## src/sv/hcfs_pkg.sv

```systemverilog
// ----------------------------------------------------------------------------
// hcfs_pkg: shared types and constants for the hashed channel select block
// Field widths, configuration register indexes, reset values, the djb2 seed,
// the divider step counts and the sequencer state encoding.
// ----------------------------------------------------------------------------
`default_nettype none

package hcfs_pkg;

  // Payload field widths.
  localparam int BYTE_W  = 8;
  localparam int HASH_W  = 32;
  localparam int COUNT_W = 16;
  localparam int FREQ_W  = 31;

  // Configuration register widths.
  localparam int EDGE_W  = 30;
  localparam int BW_W    = 20;
  localparam int CFG_W   = 30;
  localparam int CFG_IDX_W = 2;

  // Configuration register indexes.
  localparam logic [CFG_IDX_W-1:0] CFG_FREQ_START = 2'd0;
  localparam logic [CFG_IDX_W-1:0] CFG_FREQ_END   = 2'd1;
  localparam logic [CFG_IDX_W-1:0] CFG_BANDWIDTH  = 2'd2;

  // Reset values of the configuration registers.
  localparam logic [EDGE_W-1:0] FREQ_START_RST = 30'd869400000;
  localparam logic [EDGE_W-1:0] FREQ_END_RST   = 30'd869650000;
  localparam logic [BW_W-1:0]   BANDWIDTH_RST  = 20'd250000;

  // djb2 seed and the saturated channel count.
  localparam logic [HASH_W-1:0]  HASH_SEED = 32'd5381;
  localparam logic [COUNT_W-1:0] COUNT_MAX = 16'hFFFF;

  // Step counter of the shared divider.
  localparam int STEP_W = 5;
  localparam logic [STEP_W-1:0] CNT_STEPS_M1 = 5'd15;
  localparam logic [STEP_W-1:0] MOD_STEPS_M1 = 5'd31;

  // Sequencer states.
  typedef enum logic [4:0] {
    S_IDLE = 5'b00001,
    S_CNT  = 5'b00010,
    S_MOD  = 5'b00100,
    S_MUL  = 5'b01000,
    S_SUM  = 5'b10000
  } state_t;

endpackage

`default_nettype wire

```

## src/sv/hcfs_if.sv

```systemverilog
// ----------------------------------------------------------------------------
// hcfs_if: valid/ready channels of the hashed channel select block
// One channel carries name bytes in, the other carries the selected channel.
// ----------------------------------------------------------------------------
`default_nettype none

// Name byte channel.
interface hcfs_name_if import hcfs_pkg::*; ();
  logic              valid;
  logic              ready;
  logic [BYTE_W-1:0] name_byte;
  logic              last_byte;

  modport source (output valid, output name_byte, output last_byte, input ready);
  modport sink   (input valid, input name_byte, input last_byte, output ready);
endinterface

// Result channel.
interface hcfs_result_if import hcfs_pkg::*; ();
  logic               valid;
  logic               ready;
  logic [HASH_W-1:0]  name_hash;
  logic [COUNT_W-1:0] channel_count;
  logic [COUNT_W-1:0] channel_slot;
  logic [FREQ_W-1:0]  center_freq_hz;

  modport source (output valid, output name_hash, output channel_count,
                  output channel_slot, output center_freq_hz, input ready);
  modport sink   (input valid, input name_hash, input channel_count,
                  input channel_slot, input center_freq_hz, output ready);
endinterface

`default_nettype wire

```

## src/sv/hashed_channel_frequency_select.sv

```systemverilog
// ----------------------------------------------------------------------------
// hashed_channel_frequency_select: channel choice from a hashed name
// Hashes a channel name with djb2 and maps it onto a channel of the band.
//
// Usage:
//   name_ch carries one name byte per item; last_byte marks the end of a name.
//   Each byte is folded into the running hash in the cycle it is accepted, so
//   bytes inside a name go at one item per cycle.
//   On the last byte the block drops ready and runs a shift-subtract divider:
//   16 steps for the channel count (skipped when the band is empty or the
//   count saturates), then 32 steps for the hash modulo the count (skipped
//   when the count is zero), then a multiply state and a sum state, which
//   registers the result on result_ch.
//   result_ch is held in an output register; a new name may start while a
//   result waits, and only the final sum cycle stalls until that register
//   is free.
//   The user sets the band through cfg_we, cfg_index and cfg_data only while idle;
//   the block does not enforce this. Reset (synchronous, active high) restores the
//   default band, returns the hash to its seed and clears any pending result.
// ----------------------------------------------------------------------------
`default_nettype none

module hashed_channel_frequency_select import hcfs_pkg::*; (
  input  wire logic                 clk,
  input  wire logic                 rst,
  input  wire logic                 cfg_we,
  input  wire logic [CFG_IDX_W-1:0] cfg_index,
  input  wire logic [CFG_W-1:0]     cfg_data,
  hcfs_name_if.sink                 name_ch,
  hcfs_result_if.source             result_ch
);

  // Configuration registers.
  logic [EDGE_W-1:0] freq_start_hz;
  logic [EDGE_W-1:0] freq_end_hz;
  logic [BW_W-1:0]   bandwidth_hz;

  // Sequencer and working registers.
  state_t             state;
  logic [HASH_W-1:0]  running_hash;
  logic [HASH_W-1:0]  hash_hold;
  logic [COUNT_W-1:0] count;
  logic [COUNT_W-1:0] slot;
  logic [BW_W-1:0]    rem;
  logic [BW_W-1:0]    divisor;
  logic [HASH_W-1:0]  dvd;
  logic [STEP_W-1:0]  step;
  logic [FREQ_W-1:0]  prod;

  // Output register.
  logic               out_valid;
  logic [HASH_W-1:0]  out_hash;
  logic [COUNT_W-1:0] out_count;
  logic [COUNT_W-1:0] out_slot;
  logic [FREQ_W-1:0]  out_freq;

  logic               in_take;
  logic               out_free;
  logic [HASH_W-1:0]  hash_next;
  logic [EDGE_W-1:0]  span;
  logic               band_empty;
  logic               count_sat;
  logic [BW_W:0]      trial;
  logic [BW_W:0]      diff;
  logic               ge;
  logic [BW_W-1:0]    rem_next;
  logic [HASH_W-1:0]  dvd_next;

  assign name_ch.ready = (state == S_IDLE);
  assign in_take       = name_ch.valid && name_ch.ready;
  assign out_free      = !out_valid || result_ch.ready;

  // djb2 step: h * 33 + byte, wrapping at 32 bits.
  assign hash_next = (running_hash << 5) + running_hash
                   + {{(HASH_W-BYTE_W){1'b0}}, name_ch.name_byte};

  // Band checks for the channel count.
  assign span       = freq_end_hz - freq_start_hz;
  assign band_empty = (bandwidth_hz == '0) || (freq_end_hz <= freq_start_hz);
  assign count_sat  = {{(BW_W+COUNT_W-EDGE_W){1'b0}}, span}
                      >= {bandwidth_hz, {COUNT_W{1'b0}}};

  // Shared restoring divider step: one quotient bit per cycle.
  assign trial    = {rem, dvd[HASH_W-1]};
  assign diff     = trial - {1'b0, divisor};
  assign ge       = trial >= {1'b0, divisor};
  assign rem_next = ge ? diff[BW_W-1:0] : trial[BW_W-1:0];
  assign dvd_next = {dvd[HASH_W-2:0], ge};

  // Configuration writes.
  always_ff @(posedge clk) begin
    if (rst) begin
      freq_start_hz <= FREQ_START_RST;
      freq_end_hz   <= FREQ_END_RST;
      bandwidth_hz  <= BANDWIDTH_RST;
    end else if (cfg_we) begin
      case (cfg_index)
        CFG_FREQ_START: freq_start_hz <= cfg_data[EDGE_W-1:0];
        CFG_FREQ_END:   freq_end_hz   <= cfg_data[EDGE_W-1:0];
        CFG_BANDWIDTH:  bandwidth_hz  <= cfg_data[BW_W-1:0];
        default: ;
      endcase
    end
  end

  // Control state: sequencer, running hash and result valid.
  always_ff @(posedge clk) begin
    if (rst) begin
      state        <= S_IDLE;
      running_hash <= HASH_SEED;
      out_valid    <= 1'b0;
    end else begin
      if (state == S_SUM && out_free) begin
        out_valid <= 1'b1;
      end else if (result_ch.ready) begin
        out_valid <= 1'b0;
      end
      case (state)
        S_IDLE: begin
          if (in_take) begin
            if (name_ch.last_byte) begin
              running_hash <= HASH_SEED;
              if (band_empty) begin
                state <= S_MUL;
              end else if (count_sat) begin
                state <= S_MOD;
              end else begin
                state <= S_CNT;
              end
            end else begin
              running_hash <= hash_next;
            end
          end
        end
        S_CNT: begin
          if (step == '0) begin
            state <= (dvd_next[COUNT_W-1:0] == '0) ? S_MUL : S_MOD;
          end
        end
        S_MOD: begin
          if (step == '0) begin
            state <= S_MUL;
          end
        end
        S_MUL: begin
          state <= S_SUM;
        end
        S_SUM: begin
          if (out_free) begin
            state <= S_IDLE;
          end
        end
        default: state <= S_IDLE;
      endcase
    end
  end

  // Datapath registers of the divider, multiplier and result.
  always_ff @(posedge clk) begin
    case (state)
      S_IDLE: begin
        if (in_take && name_ch.last_byte) begin
          hash_hold <= hash_next;
          if (band_empty) begin
            count <= '0;
            slot  <= '0;
          end else if (count_sat) begin
            count   <= COUNT_MAX;
            dvd     <= hash_next;
            rem     <= '0;
            divisor <= {{(BW_W-COUNT_W){1'b0}}, COUNT_MAX};
            step    <= MOD_STEPS_M1;
          end else begin
            // Quotient fits 16 bits, so the top of the span seeds the remainder.
            dvd     <= {span[COUNT_W-1:0], {(HASH_W-COUNT_W){1'b0}}};
            rem     <= {{(BW_W+COUNT_W-EDGE_W){1'b0}}, span[EDGE_W-1:COUNT_W]};
            divisor <= bandwidth_hz;
            step    <= CNT_STEPS_M1;
          end
        end
      end
      S_CNT: begin
        if (step == '0) begin
          count <= dvd_next[COUNT_W-1:0];
          slot  <= '0;
          dvd     <= hash_hold;
          rem     <= '0;
          divisor <= {{(BW_W-COUNT_W){1'b0}}, dvd_next[COUNT_W-1:0]};
          step    <= MOD_STEPS_M1;
        end else begin
          dvd  <= dvd_next;
          rem  <= rem_next;
          step <= step - 1'b1;
        end
      end
      S_MOD: begin
        dvd  <= dvd_next;
        rem  <= rem_next;
        step <= step - 1'b1;
        if (step == '0) begin
          slot <= rem_next[COUNT_W-1:0];
        end
      end
      S_MUL: begin
        prod <= FREQ_W'(slot * bandwidth_hz);
      end
      S_SUM: begin
        if (out_free) begin
          out_hash  <= hash_hold;
          out_count <= count;
          out_slot  <= slot;
          out_freq  <= FREQ_W'(freq_start_hz) + FREQ_W'(bandwidth_hz >> 1) + prod;
        end
      end
      default: ;
    endcase
  end

  assign result_ch.valid          = out_valid;
  assign result_ch.name_hash      = out_hash;
  assign result_ch.channel_count  = out_count;
  assign result_ch.channel_slot   = out_slot;
  assign result_ch.center_freq_hz = out_freq;

  // The partial remainder always stays below the divisor.
  a_rem_below_divisor: assert property (@(posedge clk) disable iff (rst)
    (state == S_CNT || state == S_MOD) |-> rem < divisor)
    else $error("divider remainder reached the divisor");

  // A chosen slot lies inside the band.
  a_slot_in_range: assert property (@(posedge clk) disable iff (rst)
    (out_valid && out_count != '0) |-> out_slot < out_count)
    else $error("channel slot outside the channel count");

  // A zero channel count always selects slot zero.
  a_empty_slot_zero: assert property (@(posedge clk) disable iff (rst)
    (out_valid && out_count == '0) |-> out_slot == '0)
    else $error("non-zero slot with zero channels");

  // The hash restarts from its seed after the end of a name.
  a_hash_reseed: assert property (@(posedge clk) disable iff (rst)
    (in_take && name_ch.last_byte) |=> running_hash == HASH_SEED)
    else $error("running hash not reseeded after last byte");

  // A finished result waits in the sum cycle until the output register is free.
  a_no_overwrite: assert property (@(posedge clk) disable iff (rst)
    (state == S_SUM && out_valid && !result_ch.ready) |=> state == S_SUM)
    else $error("result left the sum cycle over a pending result");

endmodule

`default_nettype wire
```

## src/flat_wrapper.sv

```systemverilog
// flat-port wrapper written by rule: the top's interface ports become plain ports
module hashed_channel_frequency_select_flat import hcfs_pkg::*;
  (clk, rst, cfg_we, cfg_index, cfg_data, name_ch_valid, name_ch_name_byte, name_ch_last_byte, name_ch_ready, result_ch_valid, result_ch_name_hash, result_ch_channel_count, result_ch_channel_slot, result_ch_center_freq_hz, result_ch_ready);
  hcfs_name_if name_ch_i ();
  hcfs_result_if result_ch_i ();
  input  wire logic clk;
  input  wire logic rst;
  input  wire logic cfg_we;
  input  wire logic [CFG_IDX_W-1:0] cfg_index;
  input  wire logic [CFG_W-1:0] cfg_data;
  input wire logic [$bits(name_ch_i.valid)-1:0] name_ch_valid;
  input wire logic [$bits(name_ch_i.name_byte)-1:0] name_ch_name_byte;
  input wire logic [$bits(name_ch_i.last_byte)-1:0] name_ch_last_byte;
  output wire logic [$bits(name_ch_i.ready)-1:0] name_ch_ready;
  output wire logic [$bits(result_ch_i.valid)-1:0] result_ch_valid;
  output wire logic [$bits(result_ch_i.name_hash)-1:0] result_ch_name_hash;
  output wire logic [$bits(result_ch_i.channel_count)-1:0] result_ch_channel_count;
  output wire logic [$bits(result_ch_i.channel_slot)-1:0] result_ch_channel_slot;
  output wire logic [$bits(result_ch_i.center_freq_hz)-1:0] result_ch_center_freq_hz;
  input wire logic [$bits(result_ch_i.ready)-1:0] result_ch_ready;
  assign name_ch_i.valid = name_ch_valid;
  assign name_ch_i.name_byte = name_ch_name_byte;
  assign name_ch_i.last_byte = name_ch_last_byte;
  assign name_ch_ready = name_ch_i.ready;
  assign result_ch_valid = result_ch_i.valid;
  assign result_ch_name_hash = result_ch_i.name_hash;
  assign result_ch_channel_count = result_ch_i.channel_count;
  assign result_ch_channel_slot = result_ch_i.channel_slot;
  assign result_ch_center_freq_hz = result_ch_i.center_freq_hz;
  assign result_ch_i.ready = result_ch_ready;
  hashed_channel_frequency_select u_core (.clk(clk), .rst(rst), .cfg_we(cfg_we), .cfg_index(cfg_index), .cfg_data(cfg_data), .name_ch(name_ch_i), .result_ch(result_ch_i));
endmodule
```

## config.mk

```make
export PLATFORM = sky130hd
export DESIGN_NAME = hashed_channel_frequency_select_flat
export DESIGN_NICKNAME = d
export VERILOG_FILES = /design/src/sv/hcfs_pkg.sv /design/src/sv/hcfs_if.sv /design/src/sv/hashed_channel_frequency_select.sv /design/src/flat_wrapper.sv
export SDC_FILE = /design/constraint.sdc
export NUM_CORES = 2
export LEC_CHECK = 0
export BUFFER_PORTS_ARGS = -buffer_cell sky130_fd_sc_hd__buf_4
export CAP_MARGIN = 30
export CORE_MARGIN = 2
export CORE_UTILIZATION = 64
export DETAILED_ROUTE_END_ITERATION = 12
export PLACE_DENSITY = 0.86
export SYNTH_ARGS = -nofsm -noshare
export SYNTH_HDL_FRONTEND = slang
export SYNTH_SLANG_ARGS = --single-unit
```

## constraint.sdc

```tcl
create_clock -name clk -period 8.9 [get_ports clk]
set_clock_uncertainty 0.2 [all_clocks]
set_input_delay 1.78 -clock clk [delete_from_list [all_inputs] [get_ports clk]]
set_output_delay 1.78 -clock clk [all_outputs]
set_load 0.005 [all_outputs]
```

==> Yosys cells after proc, flatten, opt, wreduce, memory -nomap -nowiden <==
Index checks and enable logic that the tools add are counted.
{ "word_totals": {"rom_bits": 0, "ff_bits": 385, "latch_bits": 0, "n_memories": 0, "inputBits": 46, "elab_cells": 112, "out_inout_bits": 97, "mem_bits_rw": 0} }
{ "op_classes": {"mux": 43, "n_reduce_logical": 24, "n_eq_ne": 16, "magnitude_cmp": 3, "mul": 1, "add_sub_neg": 7, "n_bitwise": 0, "div": 0, "shifts": 0} }
{ "ops": {"columns": ["cell", "count"], "rows": [
  ["20-bit two-way mux", 8],
  ["32-bit two-way mux", 5],
  ["16-bit two-way mux", 8],
  ["32-bit one-hot mux with 3 select lines", 1],
  ["20-bit one-hot mux with 3 select lines", 1],
  ["5-bit two-way mux", 10],
  ["16-bit one-hot mux with 3 select lines", 1],
  ["20-bit one-hot mux with 2 select lines", 1],
  ["30-bit by 36-bit >= comparator with 1-bit output", 1],
  ["32-bit adder", 1],
  ["32-bit by 8-bit adder with 32-bit output", 1],
  ["16-bit one-hot mux with 2 select lines", 1],
  ["30-bit by 19-bit adder with 31-bit output", 1],
  ["31-bit adder", 1],
  ["16-bit by 20-bit multiplier with 31-bit output", 1],
  ["30-bit less-or-equal comparator", 1],
  ["30-bit subtractor", 1],
  ["5-bit one-hot mux with 5 select lines", 1],
  ["21-bit by 20-bit >= comparator with 1-bit output", 1],
  ["20-bit zero test", 1],
  ["20-bit subtractor", 1],
  ["16-bit zero test", 1],
  ["5-bit one-hot mux with 3 select lines", 1],
  ["14-bit two-way mux", 1],
  ["other kinds (25)", 43]
]} }

==> Depth between registers and ports, before layout <==
{ "logic_depth": {"depth_word": 7, "mapped_depth": 27, "mapped_depth_nobuf": 24} }

==> Worst setup path before layout <==
Ideal clock, no wire load.
{ "synth_path": {"path_kind": "input port to flip-flop", "from": "input result_ch_ready", "to": "register u_core.out_freq[0] (netlist: u_core.result_ch.center_freq_hz[0]) (enable)", "arrival_ns": 6.112, "slack_ns": 2.027, "cell_stages": 2, "n_path_buf": 0, "setup_time_ns": 0.560, "required_time_ns": 8.140, "cell_sequence": "nand2b_1 -> nor2b_1"} }
{ "synth_via": {"elab_chain_len": 2} }
{ "synth_lines": {"columns": ["element", "line", "text"], "rows": [
  ["start: declaration", "flat_wrapper.sv:20", "input wire logic [$bits(result_ch_i.ready)-1:0] result_ch_ready;"],
  ["1-bit logical OR", "hashed_channel_frequency_select.sv:71", "assign out_free = !out_valid || result_ch.ready;"],
  ["2-bit AND reduction (no line)", null, null],
  ["end signal: assignment", "hashed_channel_frequency_select.sv:212", "out_freq <= FREQ_W'(freq_start_hz) + FREQ_W'(bandwidth_hz >> 1) + prod;"],
  ["end: declaration", "hashed_channel_frequency_select.sv:55", "logic [FREQ_W-1:0] out_freq;"]
]} }
Every way passes these cells.
A chain may end at the register's enable or synchronous reset.

==> Worst setup path after layout <==
{ "layout_path": {"from": "register u_core.bandwidth_hz[6]", "to": "register u_core.prod[29] (data pin)"} }
{ "layout_via": {"elab_chain_len": 1} }
{ "layout_lines": {"columns": ["element", "line", "text"], "rows": [
  ["start: declaration", "hashed_channel_frequency_select.sv:36", "logic [BW_W-1:0] bandwidth_hz;"],
  ["start signal: assignment", "hashed_channel_frequency_select.sv:100", "CFG_BANDWIDTH: bandwidth_hz <= cfg_data[BW_W-1:0];"],
  ["16-bit by 20-bit multiplier with 31-bit output", "hashed_channel_frequency_select.sv:205", "prod <= FREQ_W'(slot * bandwidth_hz);"],
  ["end signal: assignment", "hashed_channel_frequency_select.sv:205", null],
  ["end: declaration", "hashed_channel_frequency_select.sv:48", "logic [FREQ_W-1:0] prod;"]
]} }
Every way passes these cells.

==> results.yml <==
synthesis:
  synth_ff_type: "edfxtp_1"
  synth_area_um2: 30200
  async_flop_share: 0
  synth.distinct_cells: 81
  netlist_top_cells_area: "edfxtp_1 27%, fa_1 18%, ha_1 10%, dfxtp_1 7.8%, inv_1 5.0%"
  yosys_warnings: 0
  syn_nets: 3616
  yosys.cell_count.top_type: "inv_1"
  yosysSeqAreaShare: 0.344
  synth_edf_count: 267
  synth.top_cells.by_count: "404 x inv_1, 369 x nand2_1, 268 x fa_1, 267 x edfxtp_1, 245 x ha_1"
  synth.top_cell.area_share: 0.266
  ys_ff_latch: 385
  synth_cells: 3057
  yosys.area.top_type: "edfxtp_1"
  syn_avg_cell_area_um2: 9.87
clock_network:
  post_cts_buffers: 0
  cts.hold.buffers_added: 0
  clk_path_buf_depth: 3
  cts_root_buf: "clkbuf_16"
  cts_buffers: 42
  cts_tree: "yes"
  clk_latency_ns: 0.58
  htreeDepth: 2
  clk_pin_slew_ns: 0.06
  ctsResizeCount: 0
  cts_sinks: 385
timing:
  grt_setup_unrepaired: "no"
  slew_violations: 0
  period_share: 0.814
  slew-limit-headroom: 0.278
  max_freq_mhz: 138
  finalWorstSetupSlack_ns: 1.66
  finalSetupTns_ns: 0
  setup_viol: 0
  tightestPinTransition_ns: 1.08
  hold_violations: 0
  final.min_clock_period_ns: 7.24
routing:
  drc: 0
  wl_per_cell_um: 22.4
  drt_iter0_markers: 2637
  ant_nets: 0
  vias: 23600
  first_pass_iters: 6
  routed_via_density: 6.24
  wl_mm: 84.4
final_layout:
  nets: 3695
  n_antenna_cell: 0
  drive_above_1_share: 0.0811
  area_growth_pct: 9.62
  fillers: 3361
grt:
  grt_use_total: 0.351
  grt_max_degree: 79
  grt_pass1_vias: 24300
  grt-ovfl-total: 0
  grt_pass1_wl_mm: 134
  antenna_found_initial: 1
job:
  maxCapViolations: 0
floorplanning:
  dieWidth_um: 221
  ios: 143
  rows: 79
  fp.coreArea_um2: 46600
  die_area_um2: 48900
  die_height_um: 221
  start_util: 0.648
setup_path:
  startpoint_type: "flop"
  crit_required_ns: 9.01
  path_max_fanout: 20
  critPathKind: "reg -> reg"
  arrival_ns: 7.35
  crit_path_end_kind: "flop"
hold_path:
  hold_class: "reg -> reg"
placement:
  hpwl_mm: 64.3
  gp_routability_congestion: 0.976
  io_buffers: 142
  place_ws_ns: 1.78
outcome:
  status: "completed"
==> layout make-up <==
| class | instances | area, um2 | area share |
|---|---|---|---|
| Timing Repair Buffer | 168 | 1320 | 0.0399 |
| Clock inverter | 17 | 148 | 0.00446 |
| Inverter | 404 | 1520 | 0.0458 |
| Sequential cell | 385 | 10400 | 0.314 |
| Clock buffer | 60 | 1170 | 0.0354 |
| Tap cell | 607 | 759 | 0.0230 |
| Multi-Input combinational cell | 2135 | 17800 | 0.538 |
==> path summary, 6_finish.rpt <==
kind	startpoint	end	slack, ns	cells past startpoint
setup / recovery	u_core.bandwidth_hz[6]	u_core.prod[29]	1.66	20
hold / removal	u_core.count[12]	u_core.result_ch.channel_count[12]	0.23	0
setup reg to reg	u_core.bandwidth_hz[6]	u_core.prod[29]	1.66	20
hold reg to reg	u_core.count[12]	u_core.result_ch.channel_count[12]	0.23	0
==> layer usage <==
layer,vias up,part of all wire,global-route usage
li1,10400,-,-
met3,243,0.10,0.0717
met2,1310,0.46,0.565
met1,11600,0.39,0.474
met4,2,0.042,0.130
met5,-,0.00015,0
==> stage by stage <==
step / util / std cells / instance area, um2 / hold WS (ns)
after global routing: 0.711 / 3776 / 33100 / 0.227
final: 0.711 / 3776 / 33100 / 0.227
after floorplan: - / 3057 / 30200 / 0.200
after global placement: 0.680 / 3695 / 31700 / 0.209
after detailed placement: 0.682 / 3697 / 31700 / 0.207
after CTS: 0.710 / 3774 / 33000 / 0.223
==> worst max-delay path, stage by stage (launching register included) <==
cell and delay, ns:
dfxtp_1 1.01, and2_1 0.27, fa_1 0.42, inv_1 0.08, fa_1 0.44, fa_1 0.51
fa_1 0.55, inv_1 0.05, fa_1 0.50, fa_1 0.42, ha_1 0.37, o21ai_0 0.11
a31oi_1 0.10, o2111ai_1 0.26, nand3_1 0.16, o41a_1 0.36, a41oi_1 0.48, o21ai_0 0.23
nor3_1 0.17, o21bai_1 0.11, xor2_1 0.15
==> cells in the final DEF, fill, tap and decap left out, types with 15 or more instances in the layout <==
cell type	count
edfxtp_1	267
a21o_1	48
and2_1	154
dfxtp_1	118
o21a_1	21
o21ai_0	97
nand2b_1	21
nand2_1	368
nand3_1	32
xor2_1	47
a211o_1	25
mux2i_1	25
a31oi_1	23
ha_1	245
nand3b_1	22
inv_1	404
fa_1	268
xnor2_1	87
nor2_1	193
a22oi_1	51
nand4_1	15
clkbuf_16	43
nor3_1	32
a21oi_1	153
buf_4	165
o21bai_1	24
==> cells by family after synthesis <==
| logic type | count (synthesis) | share of synthesized area |
|---|---|---|
| fa+ha+maj | 513 | 0.279 |
| simple gates | 911 | 0.142 |
| xor+xnor | 135 | 0.0394 |
| buf+inv | 537 | 0.0678 |
| mux | 25 | 0.00829 |
| compound gates | 551 | 0.119 |
| flops | 385 | 0.344 |
==> sequential cells by signal, summed over array words and instances (netlist names), 20 cells and up <==
register	flops
u_core.dvd	32
u_core.hash_hold	32
u_core.result_ch.name_hash	32
u_core.running_hash	32
u_core.prod	31
u_core.result_ch.center_freq_hz	31
u_core.freq_end_hz	30
u_core.freq_start_hz	30
u_core.bandwidth_hz	20
u_core.divisor	20
u_core.rem	20
Power is not shown: default switching activity piles up to over one toggle a cycle in this logic, so the estimate is an artifact.
